## config.mk

```make
export PLATFORM = sky130hd
export DESIGN_NAME = can_safety_interlock_monitor_unit
export DESIGN_NICKNAME = d
export VERILOG_FILES = /design/src/hdl/csim_pkg.sv /design/src/hdl/csim_cfg.sv /design/src/hdl/csim_decode.sv /design/src/hdl/csim_safety.sv /design/src/hdl/can_safety_interlock_monitor_unit.sv
export SDC_FILE = /design/constraint.sdc
export NUM_CORES = 2
export LEC_CHECK = 0
export ABC_AREA = 1
export BUFFER_PORTS_ARGS = -buffer_cell sky130_fd_sc_hd__buf_2
export CAP_MARGIN = 20
export CORE_MARGIN = 5
export CORE_UTILIZATION = 59
export CTS_CLUSTER_DIAMETER = 30
export DETAILED_ROUTE_END_ITERATION = 10
export PLACE_DENSITY = 0.74
export SETUP_SLACK_MARGIN = 0.15
export SLEW_MARGIN = 10
export SYNTH_ARGS = -nofsm -noshare
export SYNTH_HDL_FRONTEND = slang
export SYNTH_SLANG_ARGS = --single-unit
```

## constraint.sdc

```tcl
create_clock -name clk_i -period 13.58 [get_ports clk_i]
set_input_delay 2.716 -clock clk_i [delete_from_list [all_inputs] [get_ports clk_i]]
set_output_delay 2.716 -clock clk_i [all_outputs]
set_load 0.02 [all_outputs]
```

## src/hdl/csim_pkg.sv

```systemverilog
package csim_pkg;

  localparam int unsigned NUM_SRC = 4;

  // source slots
  localparam logic [1:0] SRC_SPEED   = 2'd0;
  localparam logic [1:0] SRC_STATUS  = 2'd1;
  localparam logic [1:0] SRC_COMMAND = 2'd2;
  localparam logic [1:0] SRC_DIAG    = 2'd3;

  // expected data length codes
  localparam logic [3:0] LEN_SPEED   = 4'd8;
  localparam logic [3:0] LEN_STATUS  = 4'd5;
  localparam logic [3:0] LEN_COMMAND = 4'd5;
  localparam logic [3:0] LEN_DIAG    = 4'd8;

  localparam logic [7:0] GEAR_PARK    = 8'h03;
  localparam logic [7:0] TIMEOUT_MASK = 8'h03;

  localparam logic [31:0] FRESH_LIMIT_RST = 32'd1000;
  localparam logic [31:0] STABLE_TIME_RST = 32'd5000;

  typedef enum logic {
    FUNC_FRAME = 1'b0,
    FUNC_POLL  = 1'b1
  } func_e;

  typedef enum logic [2:0] {
    REG_SPEED_ID    = 3'd0,
    REG_STATUS_ID   = 3'd1,
    REG_COMMAND_ID  = 3'd2,
    REG_DIAG_ID     = 3'd3,
    REG_FRESH_LIMIT = 3'd4,
    REG_STABLE_TIME = 3'd5
  } cfg_reg_e;

  typedef struct packed {
    logic [28:0] speed_id;
    logic [28:0] status_id;
    logic [10:0] command_id;
    logic [10:0] diag_id;
    logic [31:0] fresh_limit;
    logic [31:0] stable_time;
  } cfg_t;

  typedef struct packed {
    logic [11:0] motor_speed;
    logic [9:0]  pedal_position;
    logic [9:0]  output_target;
    logic [1:0]  drive_action;
    logic [15:0] throttle_level;
    logic [15:0] regen_level;
    logic        brake_on;
    logic        comm_fault;
    logic [7:0]  gear_state;
    logic [7:0]  timeout_bits;
  } sig_t;

  typedef struct packed {
    logic               matched;
    logic               accepted;
    logic [NUM_SRC-1:0] hit;
    sig_t               sig;
  } dec_t;

  typedef struct packed {
    logic        flag;
    logic [31:0] start;
    logic        allowed;
  } stab_t;

  typedef logic [NUM_SRC-1:0][31:0] src_time_t;

endpackage

```

## src/hdl/csim_cfg.sv

```systemverilog
module csim_cfg (
  input  logic                 clk_i,
  input  logic                 rst_ni,
  input  logic                 psel,
  input  logic                 penable,
  input  logic                 pwrite,
  input  logic [4:0]           paddr,
  input  logic [31:0]          pwdata,
  output logic [31:0]          prdata,
  output logic                 pready,
  output csim_pkg::cfg_t       cfg_o
);
  import csim_pkg::*;

  cfg_t     cfg_q, cfg_d;
  cfg_reg_e sel;
  logic     wr_en;

  assign sel    = cfg_reg_e'(paddr[4:2]);
  assign wr_en  = psel && penable && pwrite;
  assign pready = 1'b1;
  assign cfg_o  = cfg_q;

  // register write decode
  always_comb begin
    cfg_d = cfg_q;
    if (wr_en) begin
      case (sel)
        REG_SPEED_ID:    cfg_d.speed_id    = pwdata[28:0];
        REG_STATUS_ID:   cfg_d.status_id   = pwdata[28:0];
        REG_COMMAND_ID:  cfg_d.command_id  = pwdata[10:0];
        REG_DIAG_ID:     cfg_d.diag_id     = pwdata[10:0];
        REG_FRESH_LIMIT: cfg_d.fresh_limit = pwdata;
        REG_STABLE_TIME: cfg_d.stable_time = pwdata;
        default:         cfg_d = cfg_q;
      endcase
    end
  end

  // read-back mux
  always_comb begin
    case (sel)
      REG_SPEED_ID:    prdata = {3'd0, cfg_q.speed_id};
      REG_STATUS_ID:   prdata = {3'd0, cfg_q.status_id};
      REG_COMMAND_ID:  prdata = {21'd0, cfg_q.command_id};
      REG_DIAG_ID:     prdata = {21'd0, cfg_q.diag_id};
      REG_FRESH_LIMIT: prdata = cfg_q.fresh_limit;
      REG_STABLE_TIME: prdata = cfg_q.stable_time;
      default:         prdata = 32'd0;
    endcase
  end

  always_ff @(posedge clk_i or negedge rst_ni) begin
    if (!rst_ni) begin
      cfg_q.speed_id    <= '0;
      cfg_q.status_id   <= '0;
      cfg_q.command_id  <= '0;
      cfg_q.diag_id     <= '0;
      cfg_q.fresh_limit <= FRESH_LIMIT_RST;
      cfg_q.stable_time <= STABLE_TIME_RST;
    end else begin
      cfg_q <= cfg_d;
    end
  end

endmodule

```

## src/hdl/csim_decode.sv

```systemverilog
module csim_decode (
  input  logic           func_i,
  input  logic [28:0]    can_id_i,
  input  logic           is_extended_i,
  input  logic [3:0]     frame_length_i,
  input  logic [63:0]    frame_data_i,
  input  csim_pkg::cfg_t cfg_i,
  output csim_pkg::dec_t dec_o
);
  import csim_pkg::*;

  logic [7:0]         d0, d1, d2, d3, d4, d5, d6;
  logic               is_frame;
  logic [NUM_SRC-1:0] hit;

  assign d0 = frame_data_i[7:0];
  assign d1 = frame_data_i[15:8];
  assign d2 = frame_data_i[23:16];
  assign d3 = frame_data_i[31:24];
  assign d4 = frame_data_i[39:32];
  assign d5 = frame_data_i[47:40];
  assign d6 = frame_data_i[55:48];
  assign is_frame = (func_i == FUNC_FRAME);

  // source match, first configured source wins
  always_comb begin
    hit = '0;
    if (is_frame) begin
      if (is_extended_i && can_id_i == cfg_i.speed_id) begin
        hit[SRC_SPEED] = 1'b1;
      end else if (is_extended_i && can_id_i == cfg_i.status_id) begin
        hit[SRC_STATUS] = 1'b1;
      end else if (!is_extended_i && can_id_i == {18'd0, cfg_i.command_id}) begin
        hit[SRC_COMMAND] = 1'b1;
      end else if (!is_extended_i && can_id_i == {18'd0, cfg_i.diag_id}) begin
        hit[SRC_DIAG] = 1'b1;
      end
    end
  end

  assign dec_o.hit = hit;

  // length check against the matched source
  assign dec_o.matched  = |hit;
  assign dec_o.accepted = (hit[SRC_SPEED]   && frame_length_i == LEN_SPEED)   ||
                          (hit[SRC_STATUS]  && frame_length_i == LEN_STATUS)  ||
                          (hit[SRC_COMMAND] && frame_length_i == LEN_COMMAND) ||
                          (hit[SRC_DIAG]    && frame_length_i == LEN_DIAG);

  // field unpacking, used only by the matching source
  assign dec_o.sig.motor_speed    = {d5[6:0], d4[7:3]};
  assign dec_o.sig.pedal_position = {d1[3:0], d0[7:2]};
  assign dec_o.sig.output_target  = {d4[3:0], d3[7:2]};
  assign dec_o.sig.drive_action   = d4[5:4];
  assign dec_o.sig.throttle_level = {d1, d0};
  assign dec_o.sig.regen_level    = {d3, d2};
  assign dec_o.sig.brake_on       = d4[0];
  assign dec_o.sig.comm_fault     = d4[5];
  assign dec_o.sig.gear_state     = d5;
  assign dec_o.sig.timeout_bits   = d6;

endmodule

```

## src/hdl/csim_safety.sv

```systemverilog
module csim_safety (
  input  logic                          run_i,
  input  logic [31:0]                   now_i,
  input  csim_pkg::cfg_t                cfg_i,
  input  csim_pkg::sig_t                sig_i,
  input  logic [csim_pkg::NUM_SRC-1:0]  seen_i,
  input  csim_pkg::src_time_t           time_i,
  input  logic                          flag_i,
  input  logic [31:0]                   start_i,
  output csim_pkg::stab_t               stab_o
);
  import csim_pkg::*;

  logic [NUM_SRC-1:0] fresh;
  logic               sig_ok;
  logic               safe;
  logic [31:0]        held;
  logic               flag_new;
  logic [31:0]        start_new;

  // per-source age check, wrapping difference
  always_comb begin
    for (int s = 0; s < NUM_SRC; s++) begin
      fresh[s] = seen_i[s] && ((now_i - time_i[s]) <= cfg_i.fresh_limit);
    end
  end

  // no motion, park, brake pressed, no faults
  assign sig_ok = (sig_i.motor_speed == '0) && (sig_i.drive_action == '0) &&
                  (sig_i.pedal_position == '0) && (sig_i.output_target == '0) &&
                  (sig_i.throttle_level == '0) && (sig_i.regen_level == '0) &&
                  (sig_i.gear_state == GEAR_PARK) && sig_i.brake_on &&
                  !sig_i.comm_fault && ((sig_i.timeout_bits & TIMEOUT_MASK) == '0);

  assign safe = (&fresh) && sig_ok;

  // stable flag and start time
  always_comb begin
    flag_new  = flag_i;
    start_new = start_i;
    if (run_i) begin
      if (!safe) begin
        flag_new  = 1'b0;
        start_new = '0;
      end else if (!flag_i) begin
        flag_new  = 1'b1;
        start_new = now_i;
      end
    end
  end

  assign held           = now_i - start_new;
  assign stab_o.flag    = flag_new;
  assign stab_o.start   = start_new;
  assign stab_o.allowed = flag_new && (held >= cfg_i.stable_time);

endmodule

```

## src/hdl/can_safety_interlock_monitor_unit.sv

```systemverilog
// throughput: one item per cycle unless the result side stalls; input register, one pass of logic, result register
// an empty input register takes a new item in while a result waits to be taken
// reset (rst_ni low, asynchronous): both pipeline stages empty, all stored
// signals, seen flags and stamps cleared, limits back to 1000 ms and 5000 ms
module can_safety_interlock_monitor_unit (
  input  logic        clk_i,
  input  logic        rst_ni,
  input  logic        in_valid_i,
  output logic        in_stall_o,
  input  logic        func_i,
  input  logic [28:0] can_id_i,
  input  logic        is_extended_i,
  input  logic [3:0]  frame_length_i,
  input  logic [63:0] frame_data_i,
  input  logic [31:0] now_ms_i,
  output logic        out_valid_o,
  input  logic        out_stall_i,
  output logic        update_allowed_o,
  output logic        stable_safe_o,
  output logic        frame_accepted_o,
  input  logic        psel,
  input  logic        penable,
  input  logic        pwrite,
  input  logic [4:0]  paddr,
  input  logic [31:0] pwdata,
  output logic [31:0] prdata,
  output logic        pready
);
  import csim_pkg::*;

  cfg_t cfg;
  dec_t dec;
  stab_t stab;

  // input register
  logic        s0_valid_q;
  logic        func_q;
  logic [28:0] can_id_q;
  logic        is_ext_q;
  logic [3:0]  len_q;
  logic [63:0] data_q;
  logic [31:0] now_q;

  // monitor state
  logic [NUM_SRC-1:0] seen_q, seen_d;
  src_time_t          time_q, time_d;
  sig_t               sig_q, sig_d;
  logic               flag_q;
  logic [31:0]        start_q;

  // result register
  logic out_valid_q;
  logic allowed_q, safe_q, accepted_q;

  logic out_free, adv, in_acc, is_poll;

  // pipeline control
  assign out_free   = !out_valid_q || !out_stall_i;
  assign adv        = s0_valid_q && out_free;
  assign in_stall_o = s0_valid_q && !out_free;
  assign in_acc     = in_valid_i && !in_stall_o;
  assign is_poll    = (func_q == FUNC_POLL);

  csim_cfg u_cfg (
    .clk_i   (clk_i),
    .rst_ni  (rst_ni),
    .psel    (psel),
    .penable (penable),
    .pwrite  (pwrite),
    .paddr   (paddr),
    .pwdata  (pwdata),
    .prdata  (prdata),
    .pready  (pready),
    .cfg_o   (cfg)
  );

  csim_decode u_decode (
    .func_i         (func_q),
    .can_id_i       (can_id_q),
    .is_extended_i  (is_ext_q),
    .frame_length_i (len_q),
    .frame_data_i   (data_q),
    .cfg_i          (cfg),
    .dec_o          (dec)
  );

  // next state of sources and signals after this item
  always_comb begin
    seen_d = seen_q;
    time_d = time_q;
    sig_d  = sig_q;
    for (int s = 0; s < NUM_SRC; s++) begin
      if (dec.hit[s]) begin
        seen_d[s] = dec.accepted;
        if (dec.accepted) begin
          time_d[s] = now_q;
        end
      end
    end
    if (dec.accepted) begin
      if (dec.hit[SRC_SPEED]) begin
        sig_d.motor_speed = dec.sig.motor_speed;
      end
      if (dec.hit[SRC_STATUS]) begin
        sig_d.pedal_position = dec.sig.pedal_position;
        sig_d.output_target  = dec.sig.output_target;
        sig_d.drive_action   = dec.sig.drive_action;
      end
      if (dec.hit[SRC_COMMAND]) begin
        sig_d.throttle_level = dec.sig.throttle_level;
        sig_d.regen_level    = dec.sig.regen_level;
      end
      if (dec.hit[SRC_DIAG]) begin
        sig_d.brake_on     = dec.sig.brake_on;
        sig_d.comm_fault   = dec.sig.comm_fault;
        sig_d.gear_state   = dec.sig.gear_state;
        sig_d.timeout_bits = dec.sig.timeout_bits;
      end
    end
  end

  csim_safety u_safety (
    .run_i   (is_poll || dec.matched),
    .now_i   (now_q),
    .cfg_i   (cfg),
    .sig_i   (sig_d),
    .seen_i  (seen_d),
    .time_i  (time_d),
    .flag_i  (flag_q),
    .start_i (start_q),
    .stab_o  (stab)
  );

  // input register load
  always_ff @(posedge clk_i or negedge rst_ni) begin
    if (!rst_ni) begin
      s0_valid_q <= 1'b0;
    end else begin
      s0_valid_q <= in_acc || (s0_valid_q && !adv);
    end
  end

  always_ff @(posedge clk_i) begin
    if (in_acc) begin
      func_q   <= func_i;
      can_id_q <= can_id_i;
      is_ext_q <= is_extended_i;
      len_q    <= frame_length_i;
      data_q   <= frame_data_i;
      now_q    <= now_ms_i;
    end
  end

  // state update as the item moves on
  always_ff @(posedge clk_i or negedge rst_ni) begin
    if (!rst_ni) begin
      seen_q  <= '0;
      time_q  <= '0;
      sig_q   <= '0;
      flag_q  <= 1'b0;
      start_q <= '0;
    end else if (adv) begin
      seen_q  <= seen_d;
      time_q  <= time_d;
      sig_q   <= sig_d;
      flag_q  <= stab.flag;
      start_q <= stab.start;
    end
  end

  // result register
  always_ff @(posedge clk_i or negedge rst_ni) begin
    if (!rst_ni) begin
      out_valid_q <= 1'b0;
    end else begin
      out_valid_q <= adv || (out_valid_q && out_stall_i);
    end
  end

  always_ff @(posedge clk_i) begin
    if (adv) begin
      allowed_q  <= is_poll && stab.allowed;
      safe_q     <= stab.flag;
      accepted_q <= dec.accepted;
    end
  end

  assign out_valid_o      = out_valid_q;
  assign update_allowed_o = allowed_q;
  assign stable_safe_o    = safe_q;
  assign frame_accepted_o = accepted_q;

endmodule

```

==> flow_summary_export.csv <==
group,metric,value,unit
timing,finClkSkew,37.8,ps
timing,setup_repair_after_global_routing_missed_its_margin,"false",
layout,final_cell_mix,"1316 x nand2_1, 498 x inv_1, 491 x o21ai_0",
critical_path,worstReg2RegEnd,"update_allowed_o",
cts,cts.htree.levels,3,
timing,setup_total_negative_slack,0,ps
synthesis,syn_area_per_cell,7.61,µm²
synthesis,ys_dominant_reg_cell,"dfrtp_1",
grt,antenna_found_initial,2,
synthesis,yosys_warnings,0,
hold_path,min-delay-path-class,"reg2reg",
synthesis,synth_compound_gate_area_share,0.164,
layout,final_common_cell,"nand2_1",
floorplan,site_row_count,89,
floorplan,initial_core_util,0.595,
layout,design.final.nets,5288,
grt,maximum_number_of_pins_on_one_net_before_global_route_repair,204,
hold_path,worst_min_path_start,"sig_q[69]",
critical_path,crit_start,"can_id_q[4]",
floorplan,floorplan.die_area,0.0644,mm²
synthesis,seq_area_frac_synth,0.381,
routing,ant_nets,0,
routing,detail_route.drc_violations,0,
timing,max_freq,80.4,MHz
critical_path,data_arrival_critical_path,12860,ps
grt,globalRouteTotalUtil,0.323,
grt,first_global_vias,31200,
placed_design,place_congestion,0.984,
timing,slack_of_the_critical_path,1140,ps
synthesis,synth.ff_latch_count,509,
critical_path,cp_num_buf_inv,6,
critical_path,critPathTopFamily,"simple AND/OR/NAND/NOR gates",
power,power.switching_fraction,0.321,
floorplan,floorplan.die.height,254,µm
hold_path,worstHoldEndpoint,"sig_q[69]",
layout,final_layout_size_suffix_gt1_frac,0.107,
cts,cts_num_sinks,509,
hold_path,worst_hold_path.num_cells,2,
timing,setup-violations-final,0,
power,total_leakage_power,19.2,nW
critical_path,r2r_cells,67,
grt,grt_first_pass_wirelength,166,mm
power,design_power_total,6.05,mW
critical_path,cp_slowest_stage_delay,540,ps
synthesis,simple_gate_fraction_of_synth_area,0.221,
floorplan,die-width,254,µm
power,comb_power_share,0.222,
timing,final-hold-violation-count,0,
grt,grt_overflow,0,
cts,cts-root-buf,"clkbuf_16",
cts,path_clk_slew,50,ps
synthesis,syn_area,0.0351,mm²
synthesis,main_combinational_cell_family_by_area_after_synthesis,"simple AND/OR/NAND/NOR gates",
cts,cts-root-to-sink-buffers,3,
synthesis,postSynthNetCount,5099,
power,seq_power_share,0.309,
floorplan,num_io_pins,213,
critical_path,beginning_of_the_worst_register_to_register_path,"can_id_q[4]",
outcome,run_status,"finished clean",
layout,fillerInstances,4862,
timing,final.hold.worst_slack,478,ps
synthesis,post_synth_inst_count,4604,
synthesis,post_synth_fa_ha_maj_area_fraction,0.115,
power,vdd.ir_drop.worst,133,µV
power,switchingPower,1.94,mW
critical_path,required,14000,ps
placed_design,place.port_buffers,195,
timing,timing.final.max_slew_violations,0,
power,clock_share_of_power,0.469,
timing,final.min_clock_period,12440,ps
floorplan,coreArea,0.0589,mm²
timing,timing.max_slew.rel_slack,0.270,
critical_path,type_of_destination_of_the_critical_path,"register",
synthesis,async_reset_ff_frac,0.764,
routing,initialDrtViolationCount,3069,
critical_path,regToRegSetupSlack,1140,ps
synthesis,synth_cell_type_count,58,
cts,cts_tree,"built",
routing,wl_per_cell,18.7,µm
routing,wl,106,mm
timing,final.period_utilization,0.916,
critical_path,critPathLaunchType,"register",
cts,buffers_inserted_during_post_cts_setup_optimization,0,
power,internal-power,4.10,mW
routing,ratio_of_routed_vias_to_standard_cells,5.75,
timing,tightest_slew,1090,ps
critical_path,critical_path.slowest_cell,"edfxtp_1",
synthesis,synth-edff-count,120,
critical_path,cpMostUsedCell,"nand2_1",
layout,areaGrowthSynthToFinish,16.2,%
placed_design,dpl.hpwl,78.6,mm
critical_path,worstSetupPathType,"reg2reg",
synthesis,post_synth_xor_area_fraction,0.0417,
routing,route.vias.total,32600,
synthesis,synth.area.mux_share,0.000321,
run,drv_cap,0,
critical_path,path_max_fanout,45,
power,power.density_cell_area,149,mW/mm²
routing,first_pass_iters,9,
placed_design,post-place-ws,804,ps
cts,clk_latency_worst_skew_pair,680,ps
cts,num_cts_buffers,108,
==> through the flow <==
stage	instances	utilization	cell area [µm²]
6_report	5662	0.691	40700
3_3_place_gp	5453	0.622	36600
2_1_floorplan	4604	-	35100
5_1_grt	5662	0.691	40700
3_5_place_dp	5454	0.622	36700
4_1_cts	5659	0.690	40600
==> routing by layer <==
layer | vias to the layer above | routed length (µm) | global-route usage
met4 | 0 | 4200 | 0.120
met5 | - | 0 | 0
met2 | 1301 | 47900 | 0.513
met1 | 15300 | 45000 | 0.449
li1 | 15800 | - | -
met3 | 235 | 8820 | 0.0531
==> state kept, by name (all words and copies together) (netlist names), 4 cells and up <==
name,cells
len_q,4
u_cfg.cfg_o,144
time_q,128
seen_q,4
now_q,32
start_q,32
can_id_q,29
sig_q,78
data_q,50
==> cells in the mapped netlist (all sizes together), types with 10 or more instances <==
master	instances	area [µm²]
a211oi	15	113
dfrtp	378	9460
buf	27	214
o22ai	87	551
nor3	32	160
xor2	105	920
a21oi	266	1340
inv	521	1960
and3	11	68.8
xnor2	62	543
a21boi	23	173
o211ai	17	128
ha	315	3940
nand4	58	378
o21ai	548	2740
nand3b	21	158
o21a	10	75.1
nand2	1349	5210
clkbuf	124	465
a31oi	28	175
a221o	18	180
dfstp	11	289
nor2	264	1010
nand3	128	666
edfxtp	120	3600
o21bai	12	90.1
==> worst max-delay path by stage <==
stage / end / depth (start not counted)
finish: update_allowed_o / 67
global route: update_allowed_o / 65
CTS: update_allowed_o / 72
detailed placement: update_allowed_o / 72
global placement: update_allowed_o / 68
floorplan: update_allowed_o / 65
==> worst min-delay path, stage by stage (launching register included) <==
cell and delay [ps]:
dfrtp_1 340, nand2_1 60, nand2_1 50
==> power groups by stage <==
stage | clock [mW] | combinational (mW) | sequential (mW)
6_report | 2.83 | 1.34 | 1.87
3_5_place_dp | 0 | 1.32 | 1.89
4_1_cts | 2.85 | 1.33 | 1.87
5_1_grt | 2.94 | 1.52 | 1.88
2_1_floorplan | 0 | 0.937 | 1.85
3_3_place_gp | 0 | 1.28 | 1.88
==> cell families after synthesis <==
| group | Yosys count |
|---|---|
| xor+xnor | 167 |
| other cells | 1 |
| fa+ha+maj | 320 |
| simple gates | 1877 |
| mux | 1 |
| compound gates | 1048 |
| buf+inv | 681 |
| flops | 509 |
==> final cells by class <==
type	count	area, µm²	share of cell area
Clock inverter	80	1120	0.0276
Timing Repair Buffer	229	1280	0.0314
Sequential cell	509	13400	0.328
Clock buffer	125	2860	0.0702
Inverter	530	1990	0.0490
Multi-Input combinational cell	3415	19100	0.470
Tap cell	773	967	0.0238
Antenna cell	1	2.50	0.0000615
==> what timing repair did <==
action | 4_1_cts | 5_1_grt
resized for setup | 0 | 10
setup endpoints to repair | 0 | 1
hold buffers | 0 | 0
(Power assumes the default switching activity.)
